**config.mk**
```make
export PLATFORM = sky130hd
export DESIGN_NAME = kmat_ctrl
export DESIGN_NICKNAME = d
export VERILOG_FILES = /design/src/sv/kmat_pkg.sv /design/src/sv/kmat_ctrl.sv
export SDC_FILE = /design/constraint.sdc
export NUM_CORES = 1
export LEC_CHECK = 0
export BUFFER_PORTS_ARGS = -buffer_cell sky130_fd_sc_hd__buf_2
export CAP_MARGIN = 20
export CORE_ASPECT_RATIO = 1.2
export CORE_MARGIN = 4
export CORE_UTILIZATION = 35
export CTS_CLUSTER_DIAMETER = 30
export CTS_CLUSTER_SIZE = 12
export DETAILED_ROUTE_END_ITERATION = 8
export GPL_TIMING_DRIVEN = 0
export MAX_ROUTING_LAYER = met4
export PLACE_DENSITY_LB_ADDON = 0.05
export SLEW_MARGIN = 10
export SYNTH_ARGS = -nofsm -noshare
export SYNTH_HDL_FRONTEND = slang
export SYNTH_SLANG_ARGS = --single-unit
```
**constraint.sdc**
```tcl
create_clock -name i_clk -period 18.6 [get_ports i_clk]
set_input_delay 4.65 -clock i_clk [delete_from_list [all_inputs] [get_ports i_clk]]
set_output_delay 4.65 -clock i_clk [all_outputs]
set_load 0.01 [all_outputs]
```
**src/sv/kmat_pkg.sv**
```systemverilog
// ----------------------------------------------------------------------------
// kmat_pkg
// shared types and codes of the keyed mass accumulate table
// ----------------------------------------------------------------------------
`default_nettype none

package kmat_pkg;

    typedef enum logic [2:0] {
        OP_PUSH_ADD       = 3'd0,
        OP_SET_BY_KEY     = 3'd1,
        OP_SET_BY_INDEX   = 3'd2,
        OP_LOOKUP         = 3'd3,
        OP_ERASE_BY_KEY   = 3'd4,
        OP_ERASE_BY_INDEX = 3'd5,
        OP_CLEAR          = 3'd6,
        OP_READ_BY_INDEX  = 3'd7
    } t_op;

    localparam logic [1:0] ST_OK    = 2'd0;
    localparam logic [1:0] ST_RANGE = 2'd1;
    localparam logic [1:0] ST_FULL  = 2'd2;

    // command item, lowest bit first: op, key, mass, index
    typedef struct packed {
        logic [5:0]  index;
        logic [31:0] mass;
        logic [31:0] key;
        t_op         op;
    } t_cmd;

    // result item, lowest bit first: found, index, mass, key, count, status
    typedef struct packed {
        logic [1:0]  status;
        logic [6:0]  entry_count;
        logic [31:0] entry_key;
        logic [31:0] entry_mass;
        logic [5:0]  entry_index;
        logic        found;
    } t_result;

endpackage

`default_nettype wire

```
**src/sv/kmat_ctrl.sv**
```systemverilog
// ----------------------------------------------------------------------------
// kmat_ctrl
// sequencer: key scan, read-modify-write of one entry, tail shift on erase
// ----------------------------------------------------------------------------
`default_nettype none

module kmat_ctrl #(
    parameter int CAPACITY   = 64,
    parameter int KEY_WIDTH  = 32,
    parameter int MASS_WIDTH = 32,
    localparam int AW = $clog2(CAPACITY),
    localparam int DW = KEY_WIDTH + MASS_WIDTH
) (
    input  wire logic              i_clk,
    input  wire logic              i_rst_n,
    input  wire logic              i_cmd_valid,
    output      logic              o_cmd_ready,
    input  wire kmat_pkg::t_cmd    i_cmd,
    output      logic              o_res_valid,
    input  wire logic              i_res_ready,
    output      kmat_pkg::t_result o_res,
    output      logic              o_wr_en,
    output      logic [AW-1:0]     o_wr_addr,
    output      logic [DW-1:0]     o_wr_data,
    output      logic              o_rd_en,
    output      logic [AW-1:0]     o_rd_addr,
    input  wire logic [DW-1:0]     i_rd_data
);

    localparam int CW = $clog2(CAPACITY + 1);
    localparam int KW = KEY_WIDTH;
    localparam int MW = MASS_WIDTH;

    typedef enum logic [4:0] {
        S_IDLE  = 5'b00001,
        S_SCAN  = 5'b00010,
        S_ACT   = 5'b00100,
        S_SHIFT = 5'b01000,
        S_RESP  = 5'b10000
    } t_state;

    t_state            r_state, n_state;
    kmat_pkg::t_op     r_op, n_op;
    logic [KW-1:0]     r_key, n_key;
    logic [MW-1:0]     r_mass, n_mass;
    logic [CW-1:0]     r_count, n_count;
    logic [CW-1:0]     r_ptr, n_ptr;
    logic [AW-1:0]     r_cmp, n_cmp;
    logic              r_pend, n_pend;
    kmat_pkg::t_result r_res, n_res;

    logic [63:0]   w_cmd_key64, w_cmd_mass64;
    logic [63:0]   w_key64, w_mass64, w_rd_key64, w_rd_mass64, w_sat64;
    logic [31:0]   w_idx32, w_count32, w_cmp32;
    logic [KW-1:0] w_rd_key;
    logic [MW-1:0] w_rd_mass, w_sat;
    logic [MW:0]   w_sum;
    logic          w_hit, w_idx_ok;

    assign w_cmd_key64  = 64'(i_cmd.key);
    assign w_cmd_mass64 = 64'(i_cmd.mass);
    assign w_rd_key     = i_rd_data[DW-1:MW];
    assign w_rd_mass    = i_rd_data[MW-1:0];
    assign w_key64      = 64'(r_key);
    assign w_mass64     = 64'(r_mass);
    assign w_rd_key64   = 64'(w_rd_key);
    assign w_rd_mass64  = 64'(w_rd_mass);
    assign w_idx32      = 32'(i_cmd.index);
    assign w_count32    = 32'(r_count);
    assign w_cmp32      = 32'(r_cmp);
    assign w_idx_ok     = w_idx32 < w_count32;
    assign w_hit        = r_pend && (w_rd_key == r_key);

    // saturating accumulate
    assign w_sum   = {1'b0, w_rd_mass} + {1'b0, r_mass};
    assign w_sat   = w_sum[MW] ? {MW{1'b1}} : w_sum[MW-1:0];
    assign w_sat64 = 64'(w_sat);

    always_comb begin
        n_state     = r_state;
        n_op        = r_op;
        n_key       = r_key;
        n_mass      = r_mass;
        n_count     = r_count;
        n_ptr       = r_ptr;
        n_cmp       = r_cmp;
        n_pend      = r_pend;
        n_res       = r_res;
        o_cmd_ready = 1'b0;
        o_res_valid = 1'b0;
        o_wr_en     = 1'b0;
        o_wr_addr   = r_cmp;
        o_wr_data   = i_rd_data;
        o_rd_en     = 1'b0;
        o_rd_addr   = r_ptr[AW-1:0];

        case (r_state)
            S_IDLE: begin
                o_cmd_ready = 1'b1;
                if (i_cmd_valid) begin
                    n_op   = i_cmd.op;
                    n_key  = w_cmd_key64[KW-1:0];
                    n_mass = w_cmd_mass64[MW-1:0];
                    n_res  = '0;
                    n_ptr  = '0;
                    n_pend = 1'b0;
                    case (i_cmd.op)
                        kmat_pkg::OP_CLEAR: begin
                            n_count = '0;
                            n_state = S_RESP;
                        end
                        kmat_pkg::OP_SET_BY_INDEX, kmat_pkg::OP_ERASE_BY_INDEX,
                        kmat_pkg::OP_READ_BY_INDEX: begin
                            if (w_idx_ok) begin
                                o_rd_en   = 1'b1;
                                o_rd_addr = w_idx32[AW-1:0];
                                n_cmp     = w_idx32[AW-1:0];
                                n_state   = S_ACT;
                            end else begin
                                n_res.status = kmat_pkg::ST_RANGE;
                                n_state      = S_RESP;
                            end
                        end
                        default: begin
                            n_state = S_SCAN;
                        end
                    endcase
                end
            end

            S_SCAN: begin
                if (w_hit) begin
                    n_state = S_ACT;
                end else if (r_ptr < r_count) begin
                    o_rd_en   = 1'b1;
                    o_rd_addr = r_ptr[AW-1:0];
                    n_cmp     = r_ptr[AW-1:0];
                    n_ptr     = r_ptr + CW'(1);
                    n_pend    = 1'b1;
                end else begin
                    // key not present
                    n_res.entry_key = w_key64[31:0];
                    if (r_op == kmat_pkg::OP_PUSH_ADD) begin
                        if (w_count32 < 32'(CAPACITY)) begin
                            o_wr_en           = 1'b1;
                            o_wr_addr         = r_count[AW-1:0];
                            o_wr_data         = {r_key, r_mass};
                            n_res.entry_index = w_count32[5:0];
                            n_res.entry_mass  = w_mass64[31:0];
                            n_count           = r_count + CW'(1);
                        end else begin
                            n_res.status = kmat_pkg::ST_FULL;
                        end
                    end
                    n_state = S_RESP;
                end
            end

            S_ACT: begin
                n_res.found       = 1'b1;
                n_res.entry_index = w_cmp32[5:0];
                n_res.entry_key   = w_rd_key64[31:0];
                n_res.entry_mass  = w_rd_mass64[31:0];
                n_state           = S_RESP;
                case (r_op)
                    kmat_pkg::OP_PUSH_ADD: begin
                        o_wr_en          = 1'b1;
                        o_wr_data        = {w_rd_key, w_sat};
                        n_res.entry_mass = w_sat64[31:0];
                    end
                    kmat_pkg::OP_SET_BY_KEY, kmat_pkg::OP_SET_BY_INDEX: begin
                        o_wr_en          = 1'b1;
                        o_wr_data        = {w_rd_key, r_mass};
                        n_res.entry_mass = w_mass64[31:0];
                    end
                    kmat_pkg::OP_ERASE_BY_KEY, kmat_pkg::OP_ERASE_BY_INDEX: begin
                        n_ptr   = CW'(w_cmp32 + 32'd1);
                        n_pend  = 1'b0;
                        n_state = S_SHIFT;
                    end
                    default: begin
                    end
                endcase
            end

            S_SHIFT: begin
                // write back entry r_cmp one place down while reading the next
                if (r_pend) begin
                    o_wr_en   = 1'b1;
                    o_wr_addr = r_cmp - AW'(1);
                    o_wr_data = i_rd_data;
                end
                if (r_ptr < r_count) begin
                    o_rd_en   = 1'b1;
                    o_rd_addr = r_ptr[AW-1:0];
                    n_cmp     = r_ptr[AW-1:0];
                    n_ptr     = r_ptr + CW'(1);
                    n_pend    = 1'b1;
                end else begin
                    n_pend = 1'b0;
                    if (!r_pend) begin
                        n_count = r_count - CW'(1);
                        n_state = S_RESP;
                    end
                end
            end

            S_RESP: begin
                o_res_valid = 1'b1;
                if (i_res_ready) begin
                    n_state = S_IDLE;
                end
            end

            default: begin
                n_state = S_IDLE;
            end
        endcase
    end

    always_comb begin
        o_res             = r_res;
        o_res.entry_count = w_count32[6:0];
    end

    always_ff @(posedge i_clk) begin
        if (!i_rst_n) begin
            r_state <= S_IDLE;
            r_count <= '0;
            r_pend  <= 1'b0;
        end else begin
            r_state <= n_state;
            r_count <= n_count;
            r_pend  <= n_pend;
        end
    end

    always_ff @(posedge i_clk) begin
        r_op   <= n_op;
        r_key  <= n_key;
        r_mass <= n_mass;
        r_ptr  <= n_ptr;
        r_cmp  <= n_cmp;
        r_res  <= n_res;
    end

endmodule

`default_nettype wire

```
After elaboration in Yosys (flattened, before gate mapping)
Index checks and enable logic that the tools add are counted.
{"block": "op_classes", "reduce_logical": 21, "order_cmp": 3, "eq_ne": 29, "n_shift": 0, "n_div": 0, "n_addsub": 6, "bitwise": 0, "muxes": 82, "mul": 0}
{"op": "$mux W64", "n": 4}
{"op": "$pmux W70 S3", "n": 1}
{"op": "$mux W70", "n": 2}
{"op": "$pmux W32 S2", "n": 2}
{"op": "$pmux W64 S2", "n": 1}
{"op": "$mux W6", "n": 14}
{"op": "$mux W7", "n": 12}
{"op": "$mux W80", "n": 1}
{"op": "$mux W38", "n": 2}
{"op": "$mux W5", "n": 8}
{"op": "$add A32 B32 Y33", "n": 1}
{"op": "$eq A32 B32 Y1", "n": 1}
{"op": "$mux W32", "n": 1}
{"op": "$pmux W7 S4", "n": 1}
{"op": "$pmux W5 S5", "n": 1}
{"op": "$ne A2 B2 Y1 const B", "n": 11}
{"op": "$pmux W7 S3", "n": 1}
{"op": "$mux W1", "n": 19}
{"op": "$pmux W6 S3", "n": 1}
{"op": "$eq A3 B3 Y1 const B", "n": 5}
{"op": "$reduce_and A5 Y1", "n": 3}
{"op": "$add A7 B1 Y7 const B", "n": 2}
{"op": "$pmux W6 S2", "n": 1}
{"op": "$reduce_and A6 Y1", "n": 2}
{"op": "other kinds (31)", "n": 44}
{"block": "word_totals", "regBits": 166, "romBits": 0, "ramBits": 0, "input_bits": 141, "latch_bits": 0, "elab_cells": 154, "n_memories": 0, "output_inout_bits": 160}

Logic depth before layout (Yosys ltp)
{"block": "depth", "ltp_word": 6, "depth_mapped": 13, "mapped_depth_nobuf": 12}

Worst setup path after synthesis
OpenSTA, ideal clock, no wires.
{"block": "synth_timing", "kind": "input -> output", "start": "input port i_rd_data[0]", "end": "output port o_wr_data[28]", "arrival_ns": 6.908, "setup_slack_ns": 7.042, "cell_stages": 11, "t_required_ns": 13.950, "path_cell_list": "ha_1 -> fa_1 -> a21o_1 -> a21oi_2 -> nor4_1 -> or3_4 -> a21bo_1 -> a221oi_2 -> xnor2_1 -> o21ai_2 -> o211ai_1"}
{"block": "synth_between", "elab_chain_cells": 4}
{"element": "start, declared", "line_no": "kmat_ctrl.sv:27", "rtl": "input wire logic [DW-1:0] i_rd_data"}
{"element": "$add A32 B32 Y33", "line_no": "kmat_ctrl.sv:75", "rtl": "assign w_sum = {1'b0, w_rd_mass} + {1'b0, r_mass};"}
{"element": "$mux W32", "line_no": "kmat_ctrl.sv:76", "rtl": "assign w_sat = w_sum[MW] ? {MW{1'b1}} : w_sum[MW-1:0];"}
{"element": "$pmux W32 S2", "line_no": "kmat_ctrl.sv:165", "rtl": "case (r_op)"}
{"element": "$pmux W64 S2", "line_no": "kmat_ctrl.sv:97", "rtl": "case (r_state)"}
{"element": "end, declared", "line_no": "kmat_ctrl.sv:24", "rtl": "output logic [DW-1:0] o_wr_data,"}
Every way passes these cells.

Worst setup path after layout
{"block": "layout_timing", "start": "input port i_rd_data[0]", "end": "output port o_wr_data[10]"}
Same word-level chain as after synthesis.

==> flow_summary.json <==
{
  "r2r-start": "r_mass[0]",
  "cp.required_ns": 13.95,
  "share_seq_of_total_power_pct": 36.9,
  "fin_tns_setup_ns": 0,
  "firstDrtPassIters": 6,
  "power.share.combinational_pct": 43.1,
  "cts_buffers": 17,
  "setup_viol": 0,
  "hold_path_depth": 2,
  "row_count": 70,
  "clock_tree.root_cell": "clkbuf_16",
  "drtIter0Drc": 722,
  "clkPwrFrac_pct": 20.0,
  "gp_congestion": 0.909,
  "finalCriticalPeriod_ns": 12.93,
  "cts_resized": 0,
  "intPower_mw": 1.09,
  "grt_use_total_pct": 24.4,
  "fmax_mhz": 77.3,
  "ys.flop_type": "edfxtp_1",
  "io_buffers": 300,
  "cts_tree": "done",
  "r2r-end": "o_res[14]",
  "final_antenna_net_count": 0,
  "power_leakage_nw": 5.94,
  "endpoint_kind": "primary output",
  "dp_hpwl_microns": 32700,
  "hold_viol_final": 0,
  "ys_top_cells_by_area": "edfxtp_1, nand2_1, ha_1, mux2_2, a21oi_1",
  "grt_pass1_wl_microns": 62100,
  "grt-ovfl-total": 0,
  "reg2reg_slack_ns": 14.63,
  "core-area_sq_um": 30800,
  "async_flop_share_pct": 0,
  "ir_worst_vdd_v": 0.000138,
  "design_area_sq_um": 13800,
  "synth_area_per_cell_sq_um": 9.54,
  "rsz0062_at_grt": "no",
  "numClockSinks": 166,
  "yosysSeqAreaShare_pct": 44.0,
  "worstHoldStart": "r_count[5]",
  "p_switching_mw": 0.751,
  "clock_latency_ns": 0.44,
  "die_h_microns": 203,
  "vias": 10400,
  "whs_endpoint": "r_count[5]",
  "min_period_over_period_pct": 69.5,
  "final_cells": 1893,
  "clock_skew_ns": 0.0136,
  "crit_fanout": 10,
  "grt_pass1_vias": 10400,
  "start_util_pct": 35.8,
  "clkTransAtPathRegs_ns": 0.07,
  "area_growth_pct": 24.6,
  "vias_per_cell": 5.48,
  "synth_top_area_share_pct": 41.6,
  "ys_ff_latch": 166,
  "cts.htree.levels": 4,
  "io_pins": 301,
  "finalNetCount": 1673,
  "cellPowerDensity_nw_per_um2": 134,
  "netlist.top_cell.by_area": "edfxtp_1",
  "drc": 0,
  "cp.arrival_ns": 8.28,
  "nFillCells": 3171,
  "synth_cell_type_count": 77,
  "grt_max_degree": 46,
  "cp-start-kind": "input port",
  "r2r_cells": 12,
  "maxSlewViolCount": 0,
  "maxCapViolCount": 0,
  "cts_buffer_depth": 2,
  "hp-class": "flop to flop",
  "critPathKind": "input port to primary output",
  "routed_wl_microns": 42100,
  "yosysWarnings": 0,
  "fp.dieW_microns": 170,
  "finalPower_mw": 1.84,
  "cts_setup_buffers": 0,
  "swShare_pct": 40.8,
  "run_status": "complete, no violations",
  "synth_edf_count": 153,
  "tightest_slew_ns": 0.947,
  "ctsHoldBuffers": 0,
  "dp_cells": 1857,
  "place_area_sq_um": 13100,
  "slew-limit-headroom_pct": 36.8,
  "antenna_found_initial": 4,
  "drive_above_1_share_pct": 27.7,
  "synthesis.nets": 1350,
  "synth_cells": 1157,
  "routedWlPerCell_microns": 22.2,
  "synthesis.area_sq_um": 11000,
  "dieArea_sq_um": 34400
}
==> stage by stage <==
step	utilization [%]	setup WS, ns	hold slack (ns)
floorplan	-	7.04	0.472
global placement	42.3	4.53	0.491
detailed placement	42.7	5.78	0.505
CTS	44.6	5.76	0.523
global route	44.6	5.58	0.548
finish	44.6	5.67	0.522
==> power groups by stage <==
stage	clock (mW)	sequential [mW]	combinational, mW
after floorplan	0	0.725	0.415
after global placement	0	0.712	0.747
after detailed placement	0	0.685	0.795
after CTS	0.377	0.678	0.797
after global routing	0.389	0.693	0.867
final	0.367	0.678	0.793
==> final cells by class <==
cell class | instances | area (sq um) | share of cell area [%]
Inverter | 35 | 131 | 0.955
Tap cell | 396 | 495 | 3.60
Buffer | 69 | 288 | 2.09
Timing Repair Buffer | 304 | 1590 | 11.6
Sequential cell | 166 | 4850 | 35.3
Clock inverter | 14 | 165 | 1.20
Antenna cell | 4 | 10.0 | 0.0728
Clock buffer | 18 | 429 | 3.12
Multi-Input combinational cell | 887 | 5790 | 42.1
==> per-layer routing <==
layer	GRT usage, %	wire [microns]	vias up
li1	-	-	4964
met1	28.6	17000	5005
met2	43.7	22200	360
met3	3.86	2140	44
met4	5.76	735	0
met5	-	0	-
==> layout by cell type, fill, tap and decap left out, drive strengths merged, types with 6 or more instances in the layout <==
| cell type | instances |
|---|---|
| nand2 | 198 |
| o21bai | 6 |
| o2111ai | 10 |
| mux2 | 39 |
| mux2i | 6 |
| and2 | 7 |
| o31ai | 8 |
| and3 | 7 |
| o22ai | 7 |
| buf | 323 |
| nand2b | 10 |
| nor3 | 17 |
| edfxtp | 153 |
| a211o | 16 |
| a211oi | 9 |
| ha | 50 |
| inv | 40 |
| a21oi | 88 |
| nand4 | 14 |
| xor2 | 17 |
| nor2 | 65 |
| o211ai | 24 |
| or3 | 7 |
| a31oi | 7 |
| a22o | 32 |
| xnor2 | 46 |
| dfxtp | 13 |
| clkinv | 6 |
| a21o | 24 |
| nand3 | 33 |
| o221ai | 7 |
| clkbuf | 68 |
| o21ai | 72 |
==> worst max-delay path: stages <==
cell and delay [ns]:
buf_2 0.12, ha_1 0.22, fa_1 0.42, a21o_1 0.24
a21oi_2 0.23, nor4_1 0.12, o211ai_1 0.23, nand3_1 0.39
nor2_1 0.60, buf_2 0.39, nand3_1 0.11, o2111ai_1 0.15
o211ai_1 0.21, buf_2 0.21
==> registers in the layout (all words and copies together), names as in the netlist <==
signal	count
o_res	73
r_op	3
r_pend	1
r_key	32
r_state	5
r_cmp	6
r_mass	32
r_ptr	7
r_count	7
==> cells by family (layout without fill, tap and decap cells) <==
kind of cell,Yosys count,after routing,share of synthesized area [%]
AOI/OAI and AO/OA,349,349,21.5
xor gates and xnor gates,63,63,5.00
adders and majority gates,52,52,6.03
buffers and inverters,104,440,3.80
DFF,166,166,44.0
muxes,45,45,4.52
other,0,4,0
and+or+nand+nor,378,378,15.2
==> synth_stat cells, types with 4 or more instances <==
master and n:
a22o_1 32, and3_1 7, o22ai_1 7, a31oi_1 7, a21boi_0 4, inv_1 33
or3_1 6, o221ai_1 7, xnor2_1 46, mux2i_1 6, mux2_2 39, o21bai_1 5
a211o_1 16, nand2b_1 10, a21o_1 24, dfxtp_1 13, a31o_2 5, and2_1 7
xor2_1 17, nor3_1 17, a211oi_1 9, ha_1 50, o31ai_1 6, buf_2 17
o2111ai_1 10, o211ai_1 24, a21oi_1 86, o21ai_1 4, clkbuf_1 50, o21a_1 5
nand2_1 198, nor2_1 65, o21ai_0 67, nand3_1 33, nor2b_1 4, nand4_1 13
edfxtp_1 153, nor4_1 4
==> how the worst max path moves through the flow <==
| stage | startpoint | end |
|---|---|---|
| 6_report | i_rd_data[0] | o_wr_data[10] |
| 5_1_grt | i_rd_data[0] | o_wr_data[7] |
| 4_1_cts | i_rd_data[0] | o_wr_data[17] |
| 3_5_place_dp | i_rd_data[0] | o_wr_data[17] |
| 3_3_place_gp | i_rd_data[63] | o_res[37] |
| 2_1_floorplan | i_rd_data[0] | o_wr_data[28] |
No activity file was read; power rests on OpenSTA's default activity.
